## src/rtl/core/i2f_pkg.sv

```systemverilog
// ----------------------------------------------------------------------------
// i2f_pkg
// Widths, IEEE 754 single constants and types for the integer to float
// converter.
// ----------------------------------------------------------------------------
package i2f_pkg;

	localparam int WORD_W    = 32;
	localparam int EXP_W     = 8;
	localparam int FRAC_BITS = 23;
	localparam int SIGN_POS  = 31;
	localparam int MSB_W     = 5;

	// Exponent bias and the largest exponent an int32 can reach (2^31)
	localparam logic [EXP_W-1:0] FLT_BIAS = 8'd127;
	localparam logic [EXP_W-1:0] EXP_MAX  = 8'd158;

	typedef logic [WORD_W-1:0] word_t;
	typedef logic [MSB_W-1:0]  msb_t;

endpackage

```

## src/rtl/core/i2f_int_if.sv

```systemverilog
// ----------------------------------------------------------------------------
// i2f_int_if
// Valid/ready channel carrying one signed 32-bit integer per item.
// ----------------------------------------------------------------------------
interface i2f_int_if import i2f_pkg::*; ();

	logic                     valid;
	logic                     ready;
	logic signed [WORD_W-1:0] int_value;

	modport source (output valid, output int_value, input ready);
	modport sink   (input valid, input int_value, output ready);

endinterface

```

## src/rtl/core/i2f_float_if.sv

```systemverilog
// ----------------------------------------------------------------------------
// i2f_float_if
// Valid/ready channel carrying one IEEE 754 single bit pattern per item.
// ----------------------------------------------------------------------------
interface i2f_float_if import i2f_pkg::*; ();

	logic  valid;
	logic  ready;
	word_t float_word;

	modport source (output valid, output float_word, input ready);
	modport sink   (input valid, input float_word, output ready);

endinterface

```

## src/rtl/core/int32_to_float32_convert_top.sv

```systemverilog
// Throughput: one item per cycle while the output is not stalled; each of
// the three stages holds one item.
// Stage 1 takes sign and magnitude, stage 2 finds the leading one and
// normalises, stage 3 rounds to nearest even and packs the result register.
// Reset clears the stage valid bits only; the pipeline comes up empty.
// ----------------------------------------------------------------------------
// int32_to_float32_convert_top
// Signed 32-bit integer to IEEE 754 single, round to nearest even,
// three-stage pipeline with per-stage valid/ready back-pressure.
// ----------------------------------------------------------------------------
module int32_to_float32_convert_top import i2f_pkg::*; (
	input  logic           clk,
	input  logic           arst_n,
	i2f_int_if.sink        sample,
	i2f_float_if.source    result
);

	// Stage registers
	logic               v_s1, v_s2, v_s3;
	logic               sign_s1, sign_s2;
	logic               zero_s1, zero_s2;
	word_t              mag_s1;
	word_t              norm_s2;
	msb_t               msb_s2;
	word_t              word_s3;

	logic               rdy1, rdy2, rdy3;

	// Stage moves when it is empty or the next stage takes its item
	assign rdy3         = !v_s3 || result.ready;
	assign rdy2         = !v_s2 || rdy3;
	assign rdy1         = !v_s1 || rdy2;
	assign sample.ready = rdy1;

	// Stage 1: split sign and magnitude
	always_ff @(posedge clk or negedge arst_n) begin
		if (!arst_n) begin
			v_s1 <= 1'b0;
		end else if (rdy1) begin
			v_s1 <= sample.valid;
		end
	end

	always_ff @(posedge clk) begin
		if (sample.valid && rdy1) begin
			sign_s1 <= sample.int_value[SIGN_POS];
			zero_s1 <= (sample.int_value == '0);
			mag_s1  <= sample.int_value[SIGN_POS] ? word_t'(-sample.int_value)
			                                       : word_t'(sample.int_value);
		end
	end

	// Stage 2: locate the leading one and left-align it to the top bit
	msb_t  lead;
	word_t norm;

	always_comb begin
		lead = '0;
		for (int k = 0; k < WORD_W; k++) begin
			if (mag_s1[k]) begin
				lead = msb_t'(k);
			end
		end
		norm = mag_s1 << (msb_t'(WORD_W - 1) - lead);
	end

	always_ff @(posedge clk or negedge arst_n) begin
		if (!arst_n) begin
			v_s2 <= 1'b0;
		end else if (rdy2) begin
			v_s2 <= v_s1;
		end
	end

	always_ff @(posedge clk) begin
		if (v_s1 && rdy2) begin
			sign_s2 <= sign_s1;
			zero_s2 <= zero_s1;
			msb_s2  <= lead;
			norm_s2 <= norm;
		end
	end

	// Stage 3: round to nearest even, carry ripples into the exponent
	logic [FRAC_BITS-1:0]       frac;
	logic                       guard_bit, sticky, round_up;
	logic [EXP_W-1:0]           expo;
	logic [WORD_W-2:0]          packed_mag;

	always_comb begin
		frac       = norm_s2[WORD_W-2 -: FRAC_BITS];
		guard_bit  = norm_s2[WORD_W-2-FRAC_BITS];
		sticky     = |norm_s2[WORD_W-3-FRAC_BITS:0];
		round_up   = guard_bit && (sticky || frac[0]);
		expo       = FLT_BIAS + EXP_W'(msb_s2);
		packed_mag = {expo, frac} + (WORD_W-1)'(round_up);
	end

	always_ff @(posedge clk or negedge arst_n) begin
		if (!arst_n) begin
			v_s3 <= 1'b0;
		end else if (rdy3) begin
			v_s3 <= v_s2;
		end
	end

	always_ff @(posedge clk) begin
		if (v_s2 && rdy3) begin
			word_s3 <= zero_s2 ? '0 : {sign_s2, packed_mag};
		end
	end

	assign result.valid      = v_s3;
	assign result.float_word = word_s3;

endmodule

```

## src/flat_wrapper.sv

```systemverilog
// flat-port wrapper written by rule: the top's interface ports become plain ports
module int32_to_float32_convert_top_flat import i2f_pkg::*;
  (clk, arst_n, sample_valid, sample_int_value, sample_ready, result_valid, result_float_word, result_ready);
  i2f_int_if sample_i ();
  i2f_float_if result_i ();
  input  logic clk;
  input  logic arst_n;
  input wire logic [$bits(sample_i.valid)-1:0] sample_valid;
  input wire logic [$bits(sample_i.int_value)-1:0] sample_int_value;
  output wire logic [$bits(sample_i.ready)-1:0] sample_ready;
  output wire logic [$bits(result_i.valid)-1:0] result_valid;
  output wire logic [$bits(result_i.float_word)-1:0] result_float_word;
  input wire logic [$bits(result_i.ready)-1:0] result_ready;
  assign sample_i.valid = sample_valid;
  assign sample_i.int_value = sample_int_value;
  assign sample_ready = sample_i.ready;
  assign result_valid = result_i.valid;
  assign result_float_word = result_i.float_word;
  assign result_i.ready = result_ready;
  int32_to_float32_convert_top u_core (.clk(clk), .arst_n(arst_n), .sample(sample_i), .result(result_i));
endmodule
```

## config.mk

```make
export PLATFORM = sky130hd
export DESIGN_NAME = int32_to_float32_convert_top_flat
export DESIGN_NICKNAME = d
export VERILOG_FILES = /design/src/rtl/core/i2f_pkg.sv /design/src/rtl/core/i2f_int_if.sv /design/src/rtl/core/i2f_float_if.sv /design/src/rtl/core/int32_to_float32_convert_top.sv /design/src/flat_wrapper.sv
export SDC_FILE = /design/constraint.sdc
export NUM_CORES = 1
export LEC_CHECK = 0
export BUFFER_PORTS_ARGS = -buffer_cell sky130_fd_sc_hd__buf_2
export CORE_MARGIN = 8
export CORE_UTILIZATION = 40
export CTS_BUF_LIST = sky130_fd_sc_hd__clkbuf_4 sky130_fd_sc_hd__clkbuf_8
export CTS_CLUSTER_SIZE = 10
export DETAILED_ROUTE_END_ITERATION = 8
export GPL_TIMING_DRIVEN = 0
export PLACE_DENSITY = 0.58
export SLEW_MARGIN = 30
export SYNTH_ARGS = -nofsm -noshare
export SYNTH_HDL_FRONTEND = slang
export SYNTH_SLANG_ARGS = --single-unit
```

## constraint.sdc

```tcl
create_clock -name clk -period 4.3 [get_ports clk]
set_clock_uncertainty 0.05 [all_clocks]
set_input_delay 0.645 -clock clk [delete_from_list [all_inputs] [get_ports clk]]
set_output_delay 0.645 -clock clk [all_outputs]
set_load 0.005 [all_outputs]
```

Word-level counts from Yosys, hierarchy flattened
Index checks and enable logic that the tools add are counted.

storage, ports and cells
  register bits = 107
  input port bits = 36
  output and inout port bits = 34
  word-level logic and storage cells = 62

cells by class
  add/sub/neg operators = 4
  shift-type cells = 1
  mux-type cells = 32
  reductions and logical operators = 13

operators by type and width
  operator             count
  $mux 5               16
  $logic_not 32->1     1
  $mux 4               8
  $neg 32->32          1
  $shl 32x5->31        1
  $add 31x1->31        1
  $mux 31              1
  $mux 3               4
  $add 7x5->8 const A  1
  $reduce_or 7->1      1
  $sub 5x5->5 const A  1
  $logic_and 1x1->1    4
  $logic_or 1x1->1     4
  $mux 2               2
  $logic_not 1->1      3
  $mux 1               1

Longest topological paths before layout
  word-level depth = 33
  mapped depth = 13
  mapped depth without buffers = 10

Worst setup path after synthesis
No wires, ideal clock.

  path kind = input -> register
  start point = input sample_int_value[6]
  end point = register u_core.mag_s1[27], data pin
  library setup time = 0.266 ns
  arrival time = 2.978 ns
  required time = 3.984 ns
  path slack = 1.006 ns
  stages on the path = 7
  path buffers = 1
  path through = or4_1 > or3_1 > or4_1 > or3_1 > clkbuf_1 > o41ai_1 > xnor2_1

on the way
  cells in the longest elaborated chain, start to end = 2

RTL lines
  what                  RTL line                            text
  from (decl)           flat_wrapper.sv:9                   input wire logic [$bits(sample_i.int_value)-1:0] sample_int_value;
  $neg 32->32           int32_to_float32_convert_top.sv:48  mag_s1 <= sample.int_value[SIGN_POS] ? word_t'(-sample.int_value)
  $mux 31               int32_to_float32_convert_top.sv:48
  to (signal assigned)  int32_to_float32_convert_top.sv:48
  to (decl)             int32_to_float32_convert_top.sv:22  word_t mag_s1;

Every way passes these cells.
A chain may end at the register's enable or synchronous reset.

Final worst setup path
  start point = register u_core.mag_s1[29]
  end point = register u_core.norm_s2[16], data pin

on the way
  cells in the longest elaborated chain, start to end = 5

RTL lines
  what                       RTL line                            text
  $mux 5 (3 in a row)        int32_to_float32_convert_top.sv:60  if (mag_s1[k]) begin
  $sub 5x5->5                int32_to_float32_convert_top.sv:64  norm = mag_s1 << (msb_t'(WORD_W - 1) - lead);
  $shl 32x5->31 *            int32_to_float32_convert_top.sv:64
  named net u_core.norm[16]  int32_to_float32_convert_top.sv:55  word_t norm;
  to (signal assigned)       int32_to_float32_convert_top.sv:80  norm_s2 <= norm;
  to (decl)                  int32_to_float32_convert_top.sv:23  word_t norm_s2;

Mark *: on every way through the listed nets, which the timed path passes. The rest lies on a longest branch.

==> metrics.txt <==
max cap viols=0; Final #Nets=737; worst skew pair latency=0.39 ns; Synth area leaders=edfxtp_1 (47%), mux2i_1 (9.3%), xnor2_1 (5.3%); Hold Path Sink=u_core.zero_s2; compound-gate portion of the synthesized area=13.5%; area added between synthesis and finish=13.2%; register bit total from synthesis=107; postcts setup bufs=0; Syn Inst Count=615; fmax=0.244 GHz; final setup fails=0; # diodes=0; Comb pwr share=24.5%; CTS buffer count=9; CTS Root Cell=clkbuf_8; Synth Area in Adders=0.761%; Die H=144 um; Final HPWL DP=12800 um; cell area after synthesis=6580 um2; Die Wd=144 um; Reg2Reg Depth=9; ys flop type=edfxtp_1; Critical Path End Type=flip-flop; vias in the first global route=4821; crit path DAT=4.15 ns; clock tree buffer depth=2; I/O Buffers=69; highest-count cells in the layout ignoring fill and taps=edfxtp_1 (104), buf_2 (74), nor2_1 (61), mux2i_1 (61), xnor2_1 (40); DRC viols=0; CTS HTree Levels=3; I/O pin count=70; Net Sw Power=0.000830 W; Rows=47; worst hold start=u_core.zero_s1; first-pass GRT wire length=24600 um; antenna viol nets, final=0; antenna violations before repair=0; pins over their slew limit=0; Startpoint Class=flip-flop; WP data required=4.36 ns; Multi-input gate area=3180 um2; Max rail drop VDD=0.139 mV; Reg area=3200 um2; GRT Total Usage=15.4%; simple-gate portion of the synthesized area=15.3%; crit share post-route=95.1%; grt total ovfl=0; LEAKAGE=2.79 nW; RSZ-0062 raised after global routing=no; post-synth net total=655; post-synthesis sequential area ratio=48.6%; vias per cell=5.35; DR pass1 iterations=4; power density over the cells=362 nW/um2; hold path depth=0; switch share=30.8%; WL final=15800 um; cts hold-fix bufs=1; number of synthesized flops with an enable pin=104; most common cell after layout, fill and taps aside=edfxtp_1; Placed Cells incl. Taps=905; asr flop ratio synth=2.80%; drt first-iter violations=247; largest fanout on the critical path=10; Fin Setup TNS=0 ns; global placement routability congestion=0.994; Synth top area share=47.5%; min Tclk post-route=4.09 ns; slew of the pin with the lowest slew margin=0.866 ns; core footprint=16300 um2; CTS tree=built; R2R Path Start=u_core.mag_s1[29]; Flop pwr share=51.9%; Reg-to-Reg End=u_core.norm_s2[16]; post-synthesis mux area share=11.6%; internal power=0.00186 W; largest net degree at the start of global routing=35; initial core utilization=40.2%; outcome=finished, final reports clean; FILL cells=1587; Clk pwr share=23.6%; largest area contributor in the netlist=edfxtp_1; FF-to-FF setup slack=0.21 ns; largest family of logic cells by synthesized area=simple AND/OR/NAND/NOR gates; worst hold-check path type=flip-flop to flip-flop; Synth Area in XOR/XNOR=7.19%; vias=4932; layout cells sized above 1=17.1%; routed length per instance=17.2 um; slew margin rel.=41.7%; final hold violations=0; synthesized area per cell=10.7 um2; CP Class=flip-flop to flip-flop; Synth cell types=64; Yosys warning total=0; clock sinks=107; Post-CTS Resized=0; Worst-path clk slew=0.10 ns; non-filler cells in the finished layout=922; DIE AREA=20800 um2
[registers in the layout, summed over array words and instances, names as in the netlist, 5 cells and up]
name,cells
u_core.mag_s1,32
u_core.result.float_word,32
u_core.norm_s2,31
u_core.msb_s2,5
[worst max-delay path, stage by stage (launching register included)]
cell and delay [ns]:
edfxtp_1 0.51, nor4_1 0.79, o21ai_0 0.30, a21oi_1 0.56, inv_2 0.25, buf_1 0.36, mux2i_1 0.21, mux2i_1 0.40
o221ai_1 0.21, a21boi_0 0.18
[worst max path at each step]
stage               slack, ns            endpoint  depth (start not counted)                 from
floorplan                1.01   u_core.mag_s1[27]                          7  sample_int_value[6]
detailed placement       0.17  u_core.norm_s2[16]                          9    u_core.mag_s1[29]
global route             0.05  u_core.norm_s2[16]                          9    u_core.mag_s1[29]
finish                   0.21  u_core.norm_s2[16]                          9    u_core.mag_s1[29]
global placement         0.23  u_core.norm_s2[21]                          8    u_core.mag_s1[19]
CTS                      0.15  u_core.norm_s2[16]                          9    u_core.mag_s1[29]
[metal layers]
layer  wire, um  track usage, %
met4        679            9.47
met5          0               0
met1       6720            17.3
met2       7660            27.1
met3        766            2.51
[Yosys cell counts (14+ instances only)]
| library cell | number |
|---|---|
| edfxtp_1 | 104 |
| mux2i_1 | 61 |
| nor2_1 | 61 |
| xnor2_1 | 40 |
| nand2_1 | 34 |
| o21ai_0 | 32 |
| a21oi_1 | 19 |
| clkbuf_1 | 18 |
| inv_1 | 16 |
| nor3_1 | 14 |
| or4_1 | 14 |
| xor2_1 | 14 |
[final cells by class]
type / count / area share, %
repair buffers: 71 / 5.04
inverters: 19 / 1.02
plain buffers: 28 / 1.73
multi-input cells: 461 / 42.7
clock buffers: 9 / 1.66
well taps: 220 / 3.69
clock inverters: 7 / 1.18
flip-flops and latches: 107 / 42.9
[per-stage QoR]
| stage | total power [W] | hold slack, ns | util, % | setup WS [ns] | area (um2) |
|---|---|---|---|---|---|
| after floorplan | 0.00184 | 0.299 | - | 1.01 | 6580 |
| after global routing | 0.00282 | 0.403 | 45.6 | 0.0499 | 7450 |
| after global placement | 0.00207 | 0.357 | 44.0 | 0.231 | 7200 |
| after CTS | 0.00272 | 0.381 | 45.6 | 0.148 | 7450 |
| after detailed placement | 0.00208 | 0.385 | 44.2 | 0.169 | 7230 |
| final | 0.00269 | 0.398 | 45.6 | 0.209 | 7450 |
[logic make-up after synthesis]
| kind of cell | count (synthesis) |
|---|---|
| XOR/XNOR | 54 |
| flip-flops | 107 |
| buffers and inverters | 47 |
| multiplexers | 74 |
| adder cells (fa/ha/maj) | 4 |
| AO/OA/AOI/OAI | 131 |
| AND/OR/NAND/NOR | 198 |
[power groups by stage]
stage          logic (W)  clock network (W)  registers (W)
5_1_grt         0.000721           0.000687        0.00142
6_report        0.000660           0.000635        0.00140
4_1_cts         0.000664           0.000660        0.00140
3_5_place_dp    0.000660                  0        0.00142
3_3_place_gp    0.000651                  0        0.00142
2_1_floorplan   0.000433                  0        0.00141
Power figures use the tool's default switching activity.
